<file path="config.mk">
export PLATFORM = sky130hd
export DESIGN_NAME = fbct_cmp
export DESIGN_NICKNAME = d
export VERILOG_FILES = /design/src/rtl/fbct_pkg.sv /design/src/rtl/fbct_cmp.sv
export SDC_FILE = /design/constraint.sdc
export NUM_CORES = 1
export LEC_CHECK = 0
export ABC_AREA = 1
export ABC_CLOCK_PERIOD_IN_PS = 1530
export BUFFER_PORTS_ARGS = -buffer_cell sky130_fd_sc_hd__buf_2
export CAP_MARGIN = 20
export CORE_AREA = 5 5 92 94
export DETAILED_ROUTE_END_ITERATION = 10
export DIE_AREA = 0 0 97 99
export GPL_TIMING_DRIVEN = 0
export PLACE_DENSITY = 0.8
export SLEW_MARGIN = 20
export SYNTH_ARGS = -nofsm -noshare
export SYNTH_HDL_FRONTEND = slang
export SYNTH_SLANG_ARGS = --single-unit
</file>
<file path="constraint.sdc">
create_clock -name vclk -period 1.53
set_input_delay 0.306 -clock vclk [all_inputs]
set_output_delay 0.306 -clock vclk [all_outputs]
set_load 0.005 [all_outputs]
</file>
<file path="src/rtl/fbct_pkg.sv">
package fbct_pkg;

  // Five-tuple key; the first member is the most significant, so a plain
  // unsigned compare of the packed word gives the field-by-field order.
  typedef struct packed {
    logic [7:0]  protocol;
    logic [31:0] src_ip;
    logic [31:0] dst_ip;
    logic [15:0] sport;
    logic [15:0] dport;
  } key_t;

  // One table entry: key plus its running byte total.
  typedef struct packed {
    key_t        key;
    logic [63:0] total;
  } entry_t;

  // Compare unit result.
  typedef struct packed {
    logic less;
    logic equal;
  } cmp_res_t;

  // Result status codes.
  localparam logic [1:0] ST_UPDATE = 2'd0;
  localparam logic [1:0] ST_INSERT = 2'd1;
  localparam logic [1:0] ST_FULL   = 2'd2;

  localparam logic [31:0] MASK_RESET = 32'hFFFF_FFF0;

  // Output word layout.
  localparam int HELD_W  = 11;
  localparam int OUT_PAD = 5;

endpackage

</file>
<file path="src/rtl/fbct_cmp.sv">
// Key comparator shared by every search step and the final probe.
module fbct_cmp (
  input  fbct_pkg::key_t     stored,
  input  fbct_pkg::key_t     search,
  output fbct_pkg::cmp_res_t res
);

  always_comb begin
    res.less  = stored < search;
    res.equal = stored == search;
  end

endmodule

</file>
# Yosys cells after proc, flatten, opt, wreduce, memory -nomap -nowiden
# Cells that the tools add are included.
[word_totals] out_inout_bits=2 word_cells=2 regBits=0 input_bits=208
[op_classes] eq_ne=1 magnitude_cmp=1
[ops] op="104-bit equality test" count=1
[ops] op="104-bit < comparator" count=1

# Depth between registers and ports, before layout
# Gate-level depths: netlist of run 1.
[depth] word_depth=1 depth_mapped=15 mapped_depth_nobuf=15

# Worst setup path before layout of run 1
# No wires, ideal clock.
[synth_timing] path_type="input -> output" startpoint="input search[87] (netlist bit)" endpoint="output res[0] (netlist bit)" stages=8 t_required_ns=1.224 n_path_buf=0 setup_slack_ns=-0.121 arrival_time_ns=1.345 path_cell_list="inv_1 -> ha_1 -> nand2_2 -> nor3_2 -> nand3_1 -> nor2_2 -> nand3_2 -> nor3b_2"
[synth_lines] item="from (decl)" line="fbct_cmp.sv:4" source="input fbct_pkg::key_t search,"
[synth_lines] item="to (decl)" line="fbct_cmp.sv:5" source="output fbct_pkg::cmp_res_t res"

==> flow_metrics.py, run 1 <==
metrics = {
    "detailed_routing": {
        "drt_drc_violations_left": 0,
        "wl_met3_um": 831,
        "drt_iter0_drc": 35,
        "routed_wire_length_per_instance_um": 12.22,
        "wl_um": 9603,
        "wl_met2_um": 4935,
        "drt-pass1-iter-count": 4,
        "detail_route.wirelength.met1_um": 3635,
        "ant_nets": 0,
        "detailroute.via_count": 3624,
        "top_layer": "met4",
        "drt-vias-per-instance": 4.611,
    },
    "floorplanning": {
        "placement_rows": 32,
        "die-area_um2": 9603,
        "initial_cell_density_of_the_core_pct": 37.91,
        "core_area_um2": 7567,
        "die_h_um": 99,
        "die-width_um": 97,
        "ios": 210,
    },
    "sta": {
        "worst_slew_margin_rel_pct": 84.38,
        "setup_total_negative_slack_ps": -983.3,
        "post-route-worst-setup-slack_ps": -503.5,
        "measured_slew_at_the_worst_slew_check_pin_ps": 233.4,
        "timing.final.max_slew_violations": 0,
        "report.final.setup_viol": 2,
        "timing_hold_violations_final": 0,
        "setup_repair_after_global_routing_missed_its_margin": "yes",
        "finalCritPeriodShare_pct": 132.9,
        "fin_hold_ws_ps": 1189,
        "max_freq_ghz": 0.4918,
        "finalWorstPathRequiredPeriod_ps": 2033,
    },
    "flow_run": {
        "drv_cap": 0,
    },
    "logic_synthesis": {
        "post_synth_mux_area_share_pct": 0,
        "yosys_warnings": 0,
        "seq_area_frac_synth_pct": 0,
        "synth_instances": 471,
        "syn_area_per_cell_um2": 6.091,
        "yosysTopAreaCellShare_pct": 45.36,
        "synth_cell_type_count": 20,
        "netlist.top_cell.by_area": "sky130_fd_sc_hd__ha_1",
        "synth_area_in_compound_gates_pct": 10.82,
        "synthTopCellsByArea": "sky130_fd_sc_hd__ha_1 45%, sky130_fd_sc_hd__inv_1 16%, sky130_fd_sc_hd__nand2_1 15%",
        "synth-simple-area-share_pct": 26.04,
        "syn-num-nets": 783,
        "yosys.area_share.xor_xnor_pct": 0,
        "synth-adder-area-share_pct": 45.36,
        "netlist_area_um2": 2869,
        "largest_family_of_logic_cells_by_synthesized_area": "adder cells",
    },
    "global_routing": {
        "grt_pass1_vias": 3851,
        "grt_antenna_before_repair": 0,
        "grt_first_pass_wirelength_um": 15550,
        "grt_max_degree": 4,
        "grt_util_all_layers_pct": 18.77,
        "grt_overflow_total": 0,
    },
    "placed_design": {
        "dpl.hpwl_um": 8647,
        "place_congestion": 0.9351,
        "placed_cells_incl_taps": 783,
        "input_output_buffers": 210,
    },
    "outcome": {
        "violated_checks": "negative setup slack",
        "outcome": "complete, but fails checks",
    },
    "setup_path": {
        "critPathMaxFanout": 2,
        "path_class": "input pin to output port",
        "setup.worst_path.start_class": "input pin",
        "critPathArrivalTime_ps": 1730,
        "critical_path.endpoint": "res[0]",
        "cp.required_ps": 1220,
        "end_kind": "output port",
        "crit_start": "search[95]",
    },
    "power_and_ir_drop": {
        "powerDensity_nw_per_um2": 241.5,
        "p_seq_share_pct": 0,
        "p_switching_w": 0.0005337,
        "worst_ir_drop_vdd_v": 0.0001347,
        "power.internal_w": 0.0005608,
        "leakage_nw": 2.884,
        "power.share.clock_pct": 0,
        "netSwitchingFraction_pct": 48.76,
        "comb_power_share_pct": 100.0,
    },
    "cells_and_area": {
        "most-common-layout-cells": "195 x sky130_fd_sc_hd__buf_2, 110 x sky130_fd_sc_hd__nand2_1, 106 x sky130_fd_sc_hd__inv_1",
        "final_common_cell": "sky130_fd_sc_hd__buf_2",
        "fill_cells": 720,
        "n_sequential_cell": 0,
        "post_route_cells_drive_above_1_share_pct": 42.98,
        "areaGrowthSynthToFinish_pct": 57.96,
        "num-clock-buffers": 0,
        "stdcell_count": 786,
        "area_taken_by_flip_flops_and_latches_um2": 0,
        "final_net_count": 998,
        "num_antenna_cells": 0,
    },
    "min_path": {
        "hold_crit_class": "input pin to output port",
    },
    "cts": {
        "cts_hold_buffers": 0,
    },
}
==> kinds of logic (layout without fill, tap and decap cells) <==
| family | after synthesis | in the layout |
|---|---|---|
| and+or+nand+nor | 173 | 173 |
| buffers and inverters | 136 | 349 |
| adders and majority gates | 104 | 104 |
| AOI/OAI and AO/OA | 58 | 58 |
==> area by class of cell <==
cell class         instances  area [um2]  share of cell area, %
inverters                136       550.5                  12.15
well taps                102       127.6                  2.816
multi-input cells        335        2686                  59.28
repair buffers           213        1167                  25.76
==> worst min path at each step <==
| stage | start | end | slack, ps | cells after the start |
|---|---|---|---|---|
| final | search[0] | res[0] | 1190 | 5 |
| after global routing | search[0] | res[0] | 1220 | 5 |
| after CTS | search[0] | res[0] | 1200 | 5 |
| after detailed placement | search[0] | res[0] | 1200 | 5 |
| after global placement | search[0] | res[0] | 1190 | 5 |
| after floorplan | search[0] | res[0] | 950 | 3 |
==> synthesized netlist by cell type, types with 8 or more instances <==
master / number
sky130_fd_sc_hd__a21oi_1: 44
sky130_fd_sc_hd__ha_1: 104
sky130_fd_sc_hd__inv_1: 123
sky130_fd_sc_hd__inv_2: 13
sky130_fd_sc_hd__nand2_1: 115
sky130_fd_sc_hd__nand3_1: 8
sky130_fd_sc_hd__nand4_1: 8
sky130_fd_sc_hd__nor2_1: 26
==> power groups by stage <==
stage | combinational, W | sequential [W] | clock, W
finish | 0.00109 | 0 | 0
global placement | 0.000932 | 0 | 0
CTS | 0.00108 | 0 | 0
floorplan | 0.000559 | 0 | 0
global route | 0.00127 | 0 | 0
detailed placement | 0.000988 | 0 | 0
==> layer usage <==
metal | vias to the layer above | track usage [%]
met5 | - | 0
met4 | 0 | 3.564
met3 | 20 | 3.609
met2 | 168 | 38.75
met1 | 1538 | 19.40
li1 | 1898 | -
==> critical path, stage by stage <==
cell	delay [ps]
sky130_fd_sc_hd__buf_2	80
sky130_fd_sc_hd__inv_1	50
sky130_fd_sc_hd__ha_1	310
sky130_fd_sc_hd__nand2_1	80
sky130_fd_sc_hd__nor2_1	220
sky130_fd_sc_hd__nand3_2	150
sky130_fd_sc_hd__nor2_4	160
sky130_fd_sc_hd__nand3_4	90
sky130_fd_sc_hd__nor3b_2	140
sky130_fd_sc_hd__buf_2	150
==> per-stage QoR <==
step | cell area [um2] | total power, W | setup WS, ps | utilization, %
final | 4532 | 0.001095 | -503.5 | 59.89
after CTS | 4482 | 0.001078 | -459.2 | 59.23
after global routing | 4532 | 0.001266 | -590.2 | 59.89
after global placement | 4193 | 0.0009323 | -605.6 | 55.41
after floorplan | 3014 | 0.0005591 | -114.2 | -
after detailed placement | 4193 | 0.0009877 | -608.5 | 55.41
==> what timing repair did <==
item | in CTS | in global routing
resized for setup | 51 | 11
pin swaps | 15 | 3
setup endpoints to repair | 2 | 2
buffers inserted | 2 | 1
cloned | 0 | 0
Power figures use the tool's default switching activity.
==> run 2: changes to the inputs <==
--- a/config.mk
+++ b/config.mk
@@ -9,11 +9,11 @@
 export ABC_CLOCK_PERIOD_IN_PS = 1530
 export BUFFER_PORTS_ARGS = -buffer_cell sky130_fd_sc_hd__buf_2
 export CAP_MARGIN = 20
-export CORE_AREA = 5 5 92 94
+export CORE_AREA = 2 2 74 111
 export DETAILED_ROUTE_END_ITERATION = 10
-export DIE_AREA = 0 0 97 99
+export DIE_AREA = 0 0 76 113
 export GPL_TIMING_DRIVEN = 0
-export PLACE_DENSITY = 0.8
+export PLACE_DENSITY = 0.78
 export SLEW_MARGIN = 20
 export SYNTH_ARGS = -nofsm -noshare
 export SYNTH_HDL_FRONTEND = slang
==> flow_metrics.py, run 2 (synthesis results as in run 1) <==
metrics = {
    "cells_and_area": {
        "final_net_count": 1000,
        "n_sequential_cell": 0,
        "post_route_cells_drive_above_1_share_pct": 44.46,
        "most-common-layout-cells": "195 x sky130_fd_sc_hd__buf_2, 111 x sky130_fd_sc_hd__nand2_1, 105 x sky130_fd_sc_hd__inv_1",
        "num_antenna_cells": 0,
        "area_taken_by_flip_flops_and_latches_um2": 0,
        "utilization_pct": 61.12,
        "post-route-cell-area_um2": 4623,
        "fill_cells": 662,
        "final_common_cell": "sky130_fd_sc_hd__buf_2",
        "num-clock-buffers": 0,
        "area_of_the_multi_input_gates_um2": 2768,
        "areaGrowthSynthToFinish_pct": 61.14,
    },
    "global_routing": {
        "grt_pass1_vias": 3904,
        "grt_overflow_total": 0,
        "grt_first_pass_wirelength_um": 15350,
        "grt_antenna_before_repair": 0,
        "grt_util_all_layers_pct": 20.99,
        "grt_max_degree": 4,
    },
    "detailed_routing": {
        "drt-pass1-iter-count": 4,
        "drt_iter0_drc": 61,
        "routed_wire_length_per_instance_um": 11.89,
        "detailroute.via_count": 3696,
        "drt_drc_violations_left": 0,
        "wl_um": 9368,
        "drt-vias-per-instance": 4.690,
        "ant_nets": 0,
    },
    "sta": {
        "finalCritPeriodShare_pct": 134.6,
        "measured_slew_at_the_worst_slew_check_pin_ps": 251.9,
        "max_freq_ghz": 0.4856,
        "timing.final.max_slew_violations": 0,
        "worst_slew_margin_rel_pct": 83.14,
        "setup_total_negative_slack_ps": -1044,
        "report.final.setup_viol": 2,
        "post-route-worst-setup-slack_ps": -529.1,
        "timing_hold_violations_final": 0,
        "finalWorstPathRequiredPeriod_ps": 2059,
        "setup_repair_after_global_routing_missed_its_margin": "yes",
    },
    "floorplanning": {
        "die-width_um": 76,
        "core_area_um2": 7564,
        "ios": 210,
        "initial_cell_density_of_the_core_pct": 37.93,
        "placement_rows": 39,
        "die-area_um2": 8588,
        "die_h_um": 113,
    },
    "power_and_ir_drop": {
        "powerDensity_nw_per_um2": 247.4,
        "worst_ir_drop_vdd_v": 0.0001801,
        "leakage_nw": 2.905,
    },
    "setup_path": {
        "cp.required_ps": 1220,
        "setup.worst_path.start_class": "input pin",
        "end_kind": "output port",
        "path_class": "input pin to output port",
        "critPathMaxFanout": 2,
        "critPathArrivalTime_ps": 1750,
    },
    "placed_design": {
        "dpl.hpwl_um": 7767,
        "place_area_um2": 4193,
        "input_output_buffers": 210,
        "place_congestion": 0.8276,
        "place_worst_setup_slack_ps": -581.2,
    },
    "min_path": {
        "hold_crit_class": "input pin to output port",
        "timing.hold.worst_endpoint": "res[0]",
        "hold_path_depth": 5,
        "origin_of_the_worst_min_delay_path": "search[0]",
    },
    "outcome": {
        "violated_checks": "negative setup slack",
        "outcome": "complete, but fails checks",
    },
    "flow_run": {
        "drv_cap": 0,
    },
}
==> run 2: cell count changes in the layout (fill, tap and decap cells not counted), sizes merged <==
cell and change:
buf +2
==> run 2: worst max path at each step <==
stage                from      to  slack, ps  depth (start not counted)
2_1_floorplan  search[82]  res[0]       -110                          8
3_3_place_gp   search[53]  res[1]       -580                         10
3_5_place_dp   stored[53]  res[1]       -580                          9
4_1_cts        search[19]  res[1]       -500                         13
5_1_grt        search[97]  res[1]       -580                         11
6_report       search[97]  res[1]       -530                         11
==> run 2: repair_timing <==
item / in CTS / in global routing
pin swaps: 11 / 9
gates resized for setup: 51 / 19
setup buffers: 3 / 2
hold buffers: 0 / 0
setup endpoints to repair: 2 / 2
==> run 2: stage by stage <==
step,hold slack [ps],instances,total power [W]
floorplan,949.3,471,0.0005591
global placement,1214,783,0.0009433
detailed placement,1232,783,0.0009854
CTS,1233,786,0.001092
global route,1268,788,0.001311
finish,1212,788,0.001144
==> run 2: final cells by class <==
| cell class | instances | area share [%] |
|---|---|---|
| timing repair buffer | 215 | 25.58 |
| inverter | 136 | 11.80 |
| multi-input combinational | 335 | 59.86 |
| tap | 102 | 2.760 |
==> run 2: layer usage <==
| layer | share of wire (%) | up-vias | global-route usage (%) |
|---|---|---|---|
| met4 | 1.9 | 0 | 4.121 |
| met1 | 34 | 1591 | 18.84 |
| met2 | 57 | 179 | 47.26 |
| met3 | 7.5 | 24 | 3.270 |
| met5 | 0 | - | 0 |
| li1 | - | 1902 | - |
==> run 2: worst max-delay path: stages <==
cell                      delay, ps
sky130_fd_sc_hd__buf_6           70
sky130_fd_sc_hd__inv_4           30
sky130_fd_sc_hd__ha_4           260
sky130_fd_sc_hd__nand4_1        190
sky130_fd_sc_hd__nor3_4         200
sky130_fd_sc_hd__nand3_2        140
sky130_fd_sc_hd__nor2_4         160
sky130_fd_sc_hd__nand3_4         80
sky130_fd_sc_hd__nor2_2         130
sky130_fd_sc_hd__nor2_1          50
sky130_fd_sc_hd__buf_2          130
==> run 2: power by group <==
part | total (W) | switching [W] | internal (W)
combinational | 0.00114 | 0.000560 | 0.000583
sequential | 0 | 0 | 0
clock | 0 | 0 | 0
